--- src/sv/alu16_with_status_flags_macros.svh ---
// Assertion macros for the alu16_with_status_flags block.
// Taken in by the top level; no other dependencies.
`ifndef ALU16_WITH_STATUS_FLAGS_MACROS_SVH
`define ALU16_WITH_STATUS_FLAGS_MACROS_SVH

`ifndef ASSERT_OFF
// same-cycle implication
`define ALU16_ASSERT_IMPL(label, clk, rst, ante, cons) \
  label: assert property (@(posedge clk) disable iff (rst) (ante) |-> (cons)) \
    else $error("alu16 assertion failed");
// next-cycle implication
`define ALU16_ASSERT_NEXT(label, clk, rst, ante, cons) \
  label: assert property (@(posedge clk) disable iff (rst) (ante) |=> (cons)) \
    else $error("alu16 assertion failed");
`else
`define ALU16_ASSERT_IMPL(label, clk, rst, ante, cons)
`define ALU16_ASSERT_NEXT(label, clk, rst, ante, cons)
`endif

`endif

--- src/sv/alu16_pkg.sv ---
// Shared constants and types of the 16-bit ALU.
// No dependencies; used by the interfaces and all modules.
package alu16_pkg;

  localparam int DATA_WIDTH = 16;
  localparam int OP_W       = 3;

  localparam logic [OP_W-1:0] OP_AND = 3'd0;
  localparam logic [OP_W-1:0] OP_OR  = 3'd1;
  localparam logic [OP_W-1:0] OP_XOR = 3'd2;
  localparam logic [OP_W-1:0] OP_ROR = 3'd3;
  localparam logic [OP_W-1:0] OP_ROL = 3'd4;
  localparam logic [OP_W-1:0] OP_ADD = 3'd5;
  localparam logic [OP_W-1:0] OP_MUL = 3'd6;
  localparam logic [OP_W-1:0] OP_DIV = 3'd7;

  // controller -> datapath
  typedef struct packed {
    logic load;      // capture input word
    logic exec;      // logic, rotate, add, mul and divide-by-zero results; divider setup
    logic div_step;  // one quotient bit
    logic div_fix;   // apply quotient sign
    logic write;     // move result into output register
  } cmd_t;

  // datapath -> controller
  typedef struct packed {
    logic div_run;   // divide with nonzero divisor
  } status_t;

  // result word
  typedef struct packed {
    logic signed [DATA_WIDTH-1:0] result;
    logic                         zero_flag;
    logic                         carry_flag;
    logic                         negative_flag;
    logic                         underflow_flag;
    logic                         overflow_flag;
    logic                         divide_by_zero;
  } rsp_t;

endpackage

--- src/sv/alu16_req_if.sv ---
// Request channel: op code and two operands, valid/ready handshake.
// Depends on alu16_pkg.
interface alu16_req_if;
  logic                                   valid;
  logic                                   ready;
  logic [alu16_pkg::OP_W-1:0]             op;
  logic signed [alu16_pkg::DATA_WIDTH-1:0] operand_a;
  logic signed [alu16_pkg::DATA_WIDTH-1:0] operand_b;

  modport source (output valid, op, operand_a, operand_b, input ready);
  modport sink   (input valid, op, operand_a, operand_b, output ready);
endinterface

--- src/sv/alu16_rsp_if.sv ---
// Response channel: result and status flags, valid/ready handshake.
// Depends on alu16_pkg.
interface alu16_rsp_if;
  logic                                   valid;
  logic                                   ready;
  logic signed [alu16_pkg::DATA_WIDTH-1:0] result;
  logic                                   zero_flag;
  logic                                   carry_flag;
  logic                                   negative_flag;
  logic                                   underflow_flag;
  logic                                   overflow_flag;
  logic                                   divide_by_zero;

  modport source (output valid, result, zero_flag, carry_flag, negative_flag,
                  underflow_flag, overflow_flag, divide_by_zero, input ready);
  modport sink   (input valid, result, zero_flag, carry_flag, negative_flag,
                  underflow_flag, overflow_flag, divide_by_zero, output ready);
endinterface

--- src/sv/alu16_ctrl.sv ---
// Sequencing FSM of the ALU: handshakes, divide step counter, output valid.
// Depends on alu16_pkg.
module alu16_ctrl (
  input  logic               clk,
  input  logic               rst,
  input  logic               in_valid,
  output logic               in_ready,
  output logic               out_valid,
  input  logic               out_ready,
  input  alu16_pkg::status_t status,
  output alu16_pkg::cmd_t    cmd
);

  localparam int CNT_W = $clog2(alu16_pkg::DATA_WIDTH);
  localparam logic [CNT_W-1:0] CNT_LAST = CNT_W'(alu16_pkg::DATA_WIDTH - 1);

  localparam logic [2:0] S_IDLE  = 3'd0;
  localparam logic [2:0] S_EXEC  = 3'd1;
  localparam logic [2:0] S_DIV   = 3'd2;
  localparam logic [2:0] S_DFIX  = 3'd3;
  localparam logic [2:0] S_WRITE = 3'd4;

  logic [2:0]       state, state_next;
  logic [CNT_W-1:0] cnt;
  logic             slot_free;

  assign in_ready  = (state == S_IDLE);
  assign slot_free = !out_valid || out_ready;

  always_comb begin
    state_next = state;
    cmd        = '0;
    unique case (state)
      S_IDLE: begin
        cmd.load = in_valid;
        if (in_valid) state_next = S_EXEC;
      end
      S_EXEC: begin
        cmd.exec   = 1'b1;
        state_next = status.div_run ? S_DIV : S_WRITE;
      end
      S_DIV: begin
        cmd.div_step = 1'b1;
        if (cnt == CNT_LAST) state_next = S_DFIX;
      end
      S_DFIX: begin
        cmd.div_fix = 1'b1;
        state_next  = S_WRITE;
      end
      S_WRITE: begin
        cmd.write = slot_free;
        if (slot_free) state_next = S_IDLE;
      end
      default: state_next = S_IDLE;
    endcase
  end

  always_ff @(posedge clk) begin
    if (rst) begin
      state     <= S_IDLE;
      cnt       <= '0;
      out_valid <= 1'b0;
    end else begin
      state <= state_next;
      if (cmd.exec) cnt <= '0;
      else if (cmd.div_step) cnt <= cnt + CNT_W'(1);
      if (cmd.write) out_valid <= 1'b1;
      else if (out_ready) out_valid <= 1'b0;
    end
  end

endmodule

--- src/sv/alu16_dp.sv ---
// Datapath of the ALU: operand registers, logic/add/mul unit, restoring
// divider, held accumulator and output register. Depends on alu16_pkg.
module alu16_dp (
  input  logic                                    clk,
  input  logic                                    rst,
  input  alu16_pkg::cmd_t                         cmd,
  output alu16_pkg::status_t                      status,
  input  logic [alu16_pkg::OP_W-1:0]              op,
  input  logic signed [alu16_pkg::DATA_WIDTH-1:0] operand_a,
  input  logic signed [alu16_pkg::DATA_WIDTH-1:0] operand_b,
  output alu16_pkg::rsp_t                         rsp
);

  localparam int DW = alu16_pkg::DATA_WIDTH;

  logic [alu16_pkg::OP_W-1:0] op_r;
  logic signed [DW-1:0]       a_r, b_r;
  logic [DW-1:0]              acc;
  alu16_pkg::rsp_t            res_r, exec_rsp, fix_rsp;

  // divider state
  logic [DW-1:0] rem, quo, dvs;
  logic          qneg;
  logic [DW:0]   trial;
  logic [DW-1:0] mag_a, mag_b, quo_signed;

  logic [DW:0]          sum_ext;
  logic signed [2*DW-1:0] prod;

  assign status.div_run = (op_r == alu16_pkg::OP_DIV) && (b_r != '0);

  assign mag_a = a_r[DW-1] ? (DW'(~a_r) + DW'(1)) : DW'(a_r);
  assign mag_b = b_r[DW-1] ? (DW'(~b_r) + DW'(1)) : DW'(b_r);
  assign trial = {rem, quo[DW-1]} - {1'b0, dvs};
  assign quo_signed = qneg ? (~quo + DW'(1)) : quo;

  assign sum_ext = {1'b0, a_r} + {1'b0, b_r};
  assign prod    = a_r * b_r;

  always_comb begin
    exec_rsp = '0;
    case (op_r)
      alu16_pkg::OP_AND: exec_rsp.result = a_r & b_r;
      alu16_pkg::OP_OR:  exec_rsp.result = a_r | b_r;
      alu16_pkg::OP_XOR: exec_rsp.result = a_r ^ b_r;
      alu16_pkg::OP_ROR: begin
        exec_rsp.result     = {a_r[0], a_r[DW-1:1]};
        exec_rsp.carry_flag = a_r[0];
      end
      alu16_pkg::OP_ROL: begin
        exec_rsp.result     = {a_r[DW-2:0], a_r[DW-1]};
        exec_rsp.carry_flag = a_r[DW-1];
      end
      alu16_pkg::OP_ADD: begin
        exec_rsp.result         = sum_ext[DW-1:0];
        exec_rsp.carry_flag     = sum_ext[DW];
        exec_rsp.overflow_flag  = !a_r[DW-1] && !b_r[DW-1] && sum_ext[DW-1];
        exec_rsp.underflow_flag = a_r[DW-1] && b_r[DW-1] && !sum_ext[DW-1];
      end
      alu16_pkg::OP_MUL: begin
        // out of range when the upper bits are not a sign extension
        exec_rsp.result         = prod[DW-1:0];
        exec_rsp.overflow_flag  = !prod[2*DW-1] && (|prod[2*DW-2:DW-1]);
        exec_rsp.underflow_flag = prod[2*DW-1] && !(&prod[2*DW-2:DW-1]);
        exec_rsp.carry_flag     = exec_rsp.overflow_flag || exec_rsp.underflow_flag;
      end
      default: begin
        // divide by zero; nonzero divisor goes through the divider
        exec_rsp.result         = acc;
        exec_rsp.divide_by_zero = 1'b1;
      end
    endcase
    exec_rsp.zero_flag     = (exec_rsp.result == '0);
    exec_rsp.negative_flag = exec_rsp.result[DW-1];
  end

  // quotient word: only zero and negative flags can be set
  always_comb begin
    fix_rsp               = '0;
    fix_rsp.result        = quo_signed;
    fix_rsp.zero_flag     = (quo_signed == '0);
    fix_rsp.negative_flag = quo_signed[DW-1];
  end

  always_ff @(posedge clk) begin
    if (cmd.load) begin
      op_r <= op;
      a_r  <= operand_a;
      b_r  <= operand_b;
    end
    if (cmd.exec) begin
      res_r <= exec_rsp;
      rem   <= '0;
      quo   <= mag_a;
      dvs   <= mag_b;
      qneg  <= a_r[DW-1] ^ b_r[DW-1];
    end
    if (cmd.div_step) begin
      if (!trial[DW]) begin
        rem <= trial[DW-1:0];
        quo <= {quo[DW-2:0], 1'b1};
      end else begin
        rem <= {rem[DW-2:0], quo[DW-1]};
        quo <= {quo[DW-2:0], 1'b0};
      end
    end
    if (cmd.div_fix) res_r <= fix_rsp;
    if (cmd.write) rsp <= res_r;
  end

  // held accumulator: every result except a divide by zero
  always_ff @(posedge clk) begin
    if (rst) begin
      acc <= '0;
    end else if (cmd.exec && !exec_rsp.divide_by_zero && !status.div_run) begin
      acc <= exec_rsp.result;
    end else if (cmd.div_fix) begin
      acc <= quo_signed;
    end
  end

endmodule

--- src/sv/alu16_with_status_flags.sv ---
// 16-bit signed ALU with status flags. One request word (op, operand_a,
// operand_b) gives one response word (result plus zero, carry, negative,
// underflow, overflow and divide_by_zero flags). Ops: and, or, xor, rotate
// right/left by one, add, multiply (low 16 bits kept) and divide truncating
// toward zero. Each result except a divide by zero is kept in a held
// accumulator (cleared by reset); a divide by zero returns that held value
// with divide_by_zero set and carry/underflow/overflow clear. Most negative
// divided by minus one wraps to most negative with no overflow flag. Items
// are taken one at a time: logic, rotate, add, multiply and divide by zero
// pass through capture, execute and write to the output register; a divide
// with nonzero divisor passes through capture, execute, the restoring divider
// that produces one quotient bit per cycle, a sign fix and the write.
// The output register lets a new request be accepted while the previous
// response still waits for rsp.ready.
// Depends on alu16_pkg, alu16_req_if, alu16_rsp_if, alu16_ctrl, alu16_dp.
`include "alu16_with_status_flags_macros.svh"

module alu16_with_status_flags (
  input logic         clk,
  input logic         rst,
  alu16_req_if.sink   req,
  alu16_rsp_if.source rsp
);

  alu16_pkg::cmd_t    cmd;
  alu16_pkg::status_t status;
  alu16_pkg::rsp_t    rsp_word;

  // FSM: owns both handshakes and the divide step count
  alu16_ctrl u_ctrl (
    .clk       (clk),
    .rst       (rst),
    .in_valid  (req.valid),
    .in_ready  (req.ready),
    .out_valid (rsp.valid),
    .out_ready (rsp.ready),
    .status    (status),
    .cmd       (cmd)
  );

  // all arithmetic, the accumulator and the output payload register
  alu16_dp u_dp (
    .clk       (clk),
    .rst       (rst),
    .cmd       (cmd),
    .status    (status),
    .op        (req.op),
    .operand_a (req.operand_a),
    .operand_b (req.operand_b),
    .rsp       (rsp_word)
  );

  assign rsp.result         = rsp_word.result;
  assign rsp.zero_flag      = rsp_word.zero_flag;
  assign rsp.carry_flag     = rsp_word.carry_flag;
  assign rsp.negative_flag  = rsp_word.negative_flag;
  assign rsp.underflow_flag = rsp_word.underflow_flag;
  assign rsp.overflow_flag  = rsp_word.overflow_flag;
  assign rsp.divide_by_zero = rsp_word.divide_by_zero;

  // one word in flight: no second capture right after an accept
  `ALU16_ASSERT_NEXT(a_one_in_flight, clk, rst, req.valid && req.ready, !req.ready)
  // divide by zero never carries arithmetic flags
  `ALU16_ASSERT_IMPL(a_dz_clean, clk, rst, rsp.valid && rsp.divide_by_zero, !rsp.carry_flag && !rsp.underflow_flag && !rsp.overflow_flag)
  // a result cannot be both above and below range
  `ALU16_ASSERT_IMPL(a_range_excl, clk, rst, rsp.valid, !(rsp.underflow_flag && rsp.overflow_flag))
  // a step of the divider never overlaps a write of the output register
  `ALU16_ASSERT_IMPL(a_cmd_excl, clk, rst, cmd.div_step || cmd.div_fix, !cmd.write && !cmd.load)

endmodule
--- src/flat_wrapper.sv ---
// flat-port wrapper written by rule: the top's interface ports become plain ports
module alu16_with_status_flags_flat 
  (clk, rst, req_valid, req_op, req_operand_a, req_operand_b, req_ready, rsp_valid, rsp_result, rsp_zero_flag, rsp_carry_flag, rsp_negative_flag, rsp_underflow_flag, rsp_overflow_flag, rsp_divide_by_zero, rsp_ready);
  alu16_req_if req_i ();
  alu16_rsp_if rsp_i ();
  input logic clk;
  input logic rst;
  input wire logic [$bits(req_i.valid)-1:0] req_valid;
  input wire logic [$bits(req_i.op)-1:0] req_op;
  input wire logic [$bits(req_i.operand_a)-1:0] req_operand_a;
  input wire logic [$bits(req_i.operand_b)-1:0] req_operand_b;
  output wire logic [$bits(req_i.ready)-1:0] req_ready;
  output wire logic [$bits(rsp_i.valid)-1:0] rsp_valid;
  output wire logic [$bits(rsp_i.result)-1:0] rsp_result;
  output wire logic [$bits(rsp_i.zero_flag)-1:0] rsp_zero_flag;
  output wire logic [$bits(rsp_i.carry_flag)-1:0] rsp_carry_flag;
  output wire logic [$bits(rsp_i.negative_flag)-1:0] rsp_negative_flag;
  output wire logic [$bits(rsp_i.underflow_flag)-1:0] rsp_underflow_flag;
  output wire logic [$bits(rsp_i.overflow_flag)-1:0] rsp_overflow_flag;
  output wire logic [$bits(rsp_i.divide_by_zero)-1:0] rsp_divide_by_zero;
  input wire logic [$bits(rsp_i.ready)-1:0] rsp_ready;
  assign req_i.valid = req_valid;
  assign req_i.op = req_op;
  assign req_i.operand_a = req_operand_a;
  assign req_i.operand_b = req_operand_b;
  assign req_ready = req_i.ready;
  assign rsp_valid = rsp_i.valid;
  assign rsp_result = rsp_i.result;
  assign rsp_zero_flag = rsp_i.zero_flag;
  assign rsp_carry_flag = rsp_i.carry_flag;
  assign rsp_negative_flag = rsp_i.negative_flag;
  assign rsp_underflow_flag = rsp_i.underflow_flag;
  assign rsp_overflow_flag = rsp_i.overflow_flag;
  assign rsp_divide_by_zero = rsp_i.divide_by_zero;
  assign rsp_i.ready = rsp_ready;
  alu16_with_status_flags u_core (.clk(clk), .rst(rst), .req(req_i), .rsp(rsp_i));
endmodule
--- config.mk ---
export PLATFORM = sky130hd
export DESIGN_NAME = alu16_with_status_flags_flat
export DESIGN_NICKNAME = d
export VERILOG_FILES = /design/src/sv/alu16_pkg.sv /design/src/sv/alu16_req_if.sv /design/src/sv/alu16_rsp_if.sv /design/src/sv/alu16_ctrl.sv /design/src/sv/alu16_dp.sv /design/src/sv/alu16_with_status_flags.sv /design/src/flat_wrapper.sv
export VERILOG_INCLUDE_DIRS = /design/src /design/src/sv
export SDC_FILE = /design/constraint.sdc
export NUM_CORES = 1
export LEC_CHECK = 0
export BUFFER_PORTS_ARGS = -buffer_cell sky130_fd_sc_hd__buf_2
export CAP_MARGIN = 5
export CORE_MARGIN = 10
export CORE_UTILIZATION = 55
export DETAILED_ROUTE_END_ITERATION = 6
export MAX_ROUTING_LAYER = met4
export PLACE_DENSITY = 0.74
export SLEW_MARGIN = 20
export SYNTH_ARGS = -nofsm -noshare
export SYNTH_HDL_FRONTEND = slang
export SYNTH_SLANG_ARGS = --single-unit
--- constraint.sdc ---
create_clock -name clk -period 10.4 [get_ports clk]
set_input_delay 0.52 -clock clk [delete_from_list [all_inputs] [get_ports clk]]
set_output_delay 0.52 -clock clk [all_outputs]
set_load 0.005 [all_outputs]
* Word level (Yosys, flattened, before mapping)
Index checks and enable logic that the tools add are counted.
** Word-level totals
- Flip-flop bits (word level) :: 152
- Latch bits :: 0
- Bits in writable memories :: 0
- Bits in read-only memories :: 0
- Bits of input ports :: 39
- Output and inout port bits :: 24
- Word-level logic and storage cells :: 116
- Memories kept :: 0
** Cells by class
- Add/sub/neg operators :: 6
- Multiply operators :: 1
- Divide/modulo/power cells :: 0
- $lt $le $gt $ge :: 0
- Eq/ne operators :: 15
- Shifts and indexed selects :: 0
- Muxes and demuxes :: 29
- Bitwise logic cells :: 7
- Reduce and logical (&&, ||, !) cells :: 32
** Operators by type and width (count)
- 16-bit 2-to-1 mux :: 9
- 16-bit one-hot mux with 7 select lines :: 1
- 16-bit NOT :: 3
- 22-bit 2-to-1 mux :: 2
- 16-bit by 2-bit adder with 16-bit output (second input constant) :: 2
- 16-bit logical NOT :: 2
- 16-bit by 16-bit multiplier with 32-bit output :: 1
- 16-bit by 16-bit adder with 17-bit output :: 1
- 17-bit by 16-bit subtractor with 17-bit output :: 1
- 16-bit by 1-bit adder with 16-bit output (second input constant) :: 1
- 16-bit AND :: 1
- 16-bit bitwise OR :: 1
- 16-bit AND reduction :: 1
- 16-bit nonzero test :: 1
- 16-bit OR reduction :: 1
- 16-bit bitwise XOR :: 1
- 3-bit equality test (second input constant) :: 5
- 15-bit 2-to-1 mux :: 1
- 3-bit one-hot mux with 5 select lines :: 1
- 3-bit by 2-bit equality test with 1-bit output (second input constant) :: 4
- 3-bit 2-to-1 mux :: 4
- 1-bit logical AND :: 9
- 1-bit 2-to-1 mux :: 9
- 2-bit nonzero test :: 4
- other kinds (13) :: 24

* Depth between registers and ports, before layout
- Word-level depth :: 8
- Depth in mapped cells :: 28
- Gate-level depth less buffers :: 24

* By module
Synthesis repeated with hierarchy kept, for this count alone.
** Second synthesis, totals
- Cell total of the unflattened synthesis :: 2093
- Area, all modules :: 19198.4 µm²
** Modules (own cells, without submodules)
- alu16_dp :: instances 1, cells each 2047, area each 18814.3 µm², seq. area each 4063.9 µm²
- alu16_ctrl :: instances 1, cells each 46, area each 384.1 µm², seq. area each 160.2 µm²

* Least setup slack after synthesis
OpenSTA, ideal clock, no wires.
- Path kind :: flip-flop to flip-flop
- Start point :: register u_core.u_dp.a_r[15]
- End point :: register u_core.u_dp.res_r[4] (netlist bit)
- Setup time :: 128 ps
- Arrival :: 7093 ps
- Required time :: 10272 ps
- Setup slack :: 3178 ps
- Cell stages (with the launch flop) :: 28
- Buffers on the path :: 4
- Clock period less this slack :: 7222 ps
- Path through :: edfxtp_1 -> clkbuf_1 -> buf_1 -> buf_1 -> nand2_1 -> inv_1 -> fa_1 -> inv_1 -> fa_1 -> inv_1 -> fa_1 -> fa_1 -> fa_1 -> inv_1 -> fa_1 -> inv_1 -> ha_1 -> clkbuf_1 -> a21oi_1 -> o21ai_1 -> a211o_1 -> a21oi_1 -> o31ai_2 -> a311oi_1 -> o21ai_0 -> nor4_1 -> a41o_1 -> nand3_1
** Between the ends
- Cells in the longest elaborated chain, start to end :: 6
- Elaborated cells on any way between the ends :: 10
- Classes of those cells :: 1 x add/sub; 1 x mul; 1 x mux; 7 x reduce/logical
** RTL lines
- start, declared :: line alu16_dp.sv:17 : logic signed [DW-1:0] a_r, b_r;
- start signal, assigned :: line alu16_dp.sv:88 : a_r <= operand_a;
- 16-bit by 16-bit multiplier with 32-bit output :: line alu16_dp.sv:38 : assign prod = a_r * b_r;
- 16-bit AND reduction :: line alu16_dp.sv:64 : exec_rsp.underflow_flag = prod[2*DW-1] && !(&prod[2*DW-2:DW-1]);
- 1-bit logical NOT :: line alu16_dp.sv:64
- 1-bit logical AND :: line alu16_dp.sv:64
- 1-bit logical OR :: line alu16_dp.sv:65 : exec_rsp.carry_flag = exec_rsp.overflow_flag || exec_rsp.underflow_flag;
- 1-bit one-hot mux with 4 select lines * :: line alu16_dp.sv:42 : case (op_r)
- end signal, assigned :: line alu16_dp.sv:92 : res_r <= exec_rsp;
- end signal, assigned :: line alu16_dp.sv:107 : if (cmd.div_fix) res_r <= fix_rsp;
- end, declared :: line alu16_dp.sv:19 : alu16_pkg::rsp_t res_r, exec_rsp, fix_rsp;
Mark *: on every way between the ends. The rest lies on a longest branch, timed or not.
A chain may end at the register's enable or synchronous reset.

* Final worst setup path
- Start point :: register u_core.u_dp.b_r[3]
- End point :: register u_core.u_dp.res_r[4] (netlist bit)
** Between the ends
- Cells in the longest elaborated chain, start to end :: 6
- Elaborated cells on any way between the ends :: 10
- Classes of those cells :: 1 x add/sub; 1 x mul; 1 x mux; 7 x reduce/logical
** RTL lines
- start, declared :: line alu16_dp.sv:17
- start signal, assigned :: line alu16_dp.sv:89 : b_r <= operand_b;
- 16-bit by 16-bit multiplier with 32-bit output :: line alu16_dp.sv:38
- 16-bit AND reduction :: line alu16_dp.sv:64
- 1-bit logical NOT :: line alu16_dp.sv:64
- 1-bit logical AND :: line alu16_dp.sv:64
- 1-bit logical OR :: line alu16_dp.sv:65
- 1-bit one-hot mux with 4 select lines * :: line alu16_dp.sv:42
Marked as above.

==> results.ini <==
[floorplan]
die_w_um = 207
placementRows = 68
start_util_pct = 55.7
ios = 63
dieArea_sq_um = 42700
core_sq_um = 34500
dieHeight_um = 207

[run]
timing.max_cap.violations = 0

[worst_setup_path]
path_max_fanout = 13
criticalPathCategory = reg2reg
cp_common_cell = fa_1
slowest_delay_ps = 730
regToRegStartpoint = u_core.u_dp.b_r[3]
crit_path_end_kind = register
crit_required_ps = 10710
crit_path_top_delay_cell = edfxtp_1
reg2reg_depth = 23
r2r-end = u_core.u_dp.res_r[4]
start_kind = register
cp_cell_sequence = clkinv_1, nor2_1, fa_1, inv_1, fa_1, inv_1, fa_1, fa_1, fa_1, inv_1, fa_1, inv_1, ha_1, a21oi_1, o21ai_1, a211o_1, a21oi_1, o31ai_2, a311oi_1, o21ai_0, nor4_1, a41o_1, nand3_1
rrSetupSlack_ps = 2270
cp_data_arrival_time_ps = 8440

[route]
routed_via_density = 6.09
vias = 15646
drc_errors = 0
dr.first_iter.drc_count = 1588
routedWlPerCell_um = 22.9
wl_mm = 58.8
drtPass1Iterations = 5
final_antenna_net_count = 0

[min_path]
hold_end = u_core.u_dp.b_r[11]
hold_depth = 1
hp-class = in2reg
hp-start = req_operand_b[11]

[finish]
fillCellCount = 3034
fin_nets = 2539
drive_gt1_share_pct = 7.00
syn2layout_area_growth_pct = 6.66

[global_route]
overflow = 0
antenna_found_initial = 1
first_global_vias = 15985
grt_max_degree = 57
grt_usage_pct = 29.3
grt_pass1_wl_mm = 92.3

[yosys]
yosysTopAreaCellShare_pct = 27.6
synth-edff-count = 122
synth_area_leaders = fa_1 28%, edfxtp_1 19%, ha_1 8.8%, inv_1 6.6%, nor2_1 4.9%
ys.flop_type = edfxtp_1
synth_cell_types = 84
yosys.area.top_type = fa_1
synth_fp_nets = 2534
ys_ff_latch = 150
yosysWarnings = 0
postSynthCellCount = 2096
synthesis.area_sq_um = 19200
async_flop_share_pct = 0
avgSynthCellArea_sq_um = 9.15
ys_seq_area_share_pct = 22.0

[timing]
finalClockSkew_ps = 21.5
finalHoldViolations = 0
worst_slew_pin_slew_ps = 978
slew_headroom_pct = 34.7
finalSetupViolCount = 0
min_period_ps = 8130
drv_slew = 0
fin_crit_sh_pct = 78.2
clock.fmax_mhz = 123
rsz0062_at_grt = no
holdWs_ps = 230
setup_tns_ps = 0

[cts]
cts_buffers = 17
cts_buffer_depth = 2
root_buffer = clkbuf_16
cts.sinks = 150
cts_tree = done
htreeDepth = 4
post_cts_resized = 0
cts.clk_slew.worst_paths_ps = 90
ctsHoldBuffers = 0
post-cts-setup-buffers = 0
worstSkewPairLatency_ps = 460

[place]
port_buffers = 62
gp_routability_congestion = 1.02
dp_hpwl_mm = 45.8

[outcome]
status = finished, final reports clean

[Yosys cell counts, drive strengths merged, types with 14 or more instances]
cell	instances
nor3	33
nand3	22
nand2	209
xor2	23
a211oi	14
o211ai	16
xnor2	73
buf	26
nor2	251
nand2b	14
ha	135
edfxtp	122
fa	264
mux2i	34
clkbuf	73
a21oi	76
a21o	17
o21ai	91
o31ai	21
inv	342
dfxtp	28
[sequential cells by signal, summed over array words and instances, names as in the netlist, 4 cells and up]
signal / cells
u_core.u_dp.res_r: 21
u_core.u_dp.rsp: 21
u_core.u_dp.a_r: 16
u_core.u_dp.acc: 16
u_core.u_dp.b_r: 16
u_core.u_dp.dvs: 16
u_core.u_dp.quo: 16
u_core.u_dp.rem: 16
u_core.u_ctrl.cnt: 4
[routing by layer]
metal  vias to the layer above  routed length [um]  global-route usage [%]
met5                         -                   0                       -
met3                       179                5260                    5.18
met4                         0                2890                    12.9
met1                      7785               22900                    37.0
met2                       801               27800                    45.8
li1                       6881                   -                       -
[critical path: cells and delay by family (launching register included)]
family                     cells  cell delay (ps)
adders and majority gates      7             3350
and+or+nand+nor                3              800
DFF                            1              730
buffers and inverters          5             1120
AOI/OAI and AO/OA              8             1980
[worst max-delay path by stage]
stage | start | to
floorplan | u_core.u_dp.a_r[15] | u_core.u_dp.res_r[4]
global placement | u_core.u_dp.b_r[3] | u_core.u_dp.res_r[4]
detailed placement | u_core.u_dp.b_r[3] | u_core.u_dp.res_r[4]
CTS | u_core.u_dp.b_r[3] | u_core.u_dp.res_r[4]
global route | u_core.u_dp.b_r[3] | u_core.u_dp.res_r[4]
finish | u_core.u_dp.b_r[3] | u_core.u_dp.res_r[4]
[metrics by stage]
stage | cells | worst slack [ps] | cell area (sq um) | util, %
5_1_grt | 2570 | 1940 | 20500 | 59.4
4_1_cts | 2569 | 2340 | 20500 | 59.4
3_5_place_dp | 2537 | 2390 | 19800 | 57.6
3_3_place_gp | 2537 | 2530 | 19800 | 57.6
2_1_floorplan | 2096 | 3180 | 19200 | -
6_report | 2570 | 2270 | 20500 | 59.4
[final cells by class]
| type | count | area [sq um] | area share (%) |
|---|---|---|---|
| clock inverter | 14 | 183 | 0.893 |
| multi-input combinational | 1495 | 13200 | 64.7 |
| timing repair buffer | 85 | 483 | 2.36 |
| clock buffer | 18 | 429 | 2.10 |
| tap | 455 | 569 | 2.78 |
| antenna | 1 | 2.50 | 0.0122 |
| sequential | 150 | 4220 | 20.6 |
| inverter | 352 | 1320 | 6.46 |
[cells by family after synthesis]
family / after synthesis / synth area share [%]
XOR/XNOR: 96 / 4.38
buffers and inverters: 451 / 8.96
adder cells (fa/ha/maj): 399 / 36.4
flip-flops: 150 / 22.0
AND/OR/NAND/NOR: 616 / 14.1
multiplexers: 42 / 2.36
AO/OA/AOI/OAI: 342 / 11.8
[cells in the final DEF (no fill, tap or decap), types with 7 or more instances in the layout]
cell type / count
o21ai_0: 88
o21bai_1: 9
mux2i_1: 34
nor4_1: 7
clkinv_1: 10
and2_1: 8
or3_1: 10
inv_1: 338
nand2_1: 208
nand4_1: 10
buf_2: 62
nor2b_1: 10
fa_1: 264
a21o_1: 17
o22ai_1: 11
dfxtp_1: 28
nor3_1: 32
o31ai_1: 20
nand3_1: 22
o211ai_1: 16
o21a_1: 11
ha_1: 135
a21oi_1: 76
edfxtp_1: 122
and3_1: 10
clkbuf_16: 17
xnor2_1: 73
buf_4: 23
nor2_1: 251
nand2b_1: 14
xor2_1: 23
a211oi_1: 13
Power is left out: the tool's default activity adds up to more than one toggle a clock period on the data nets, which glitch-free logic cannot reach.
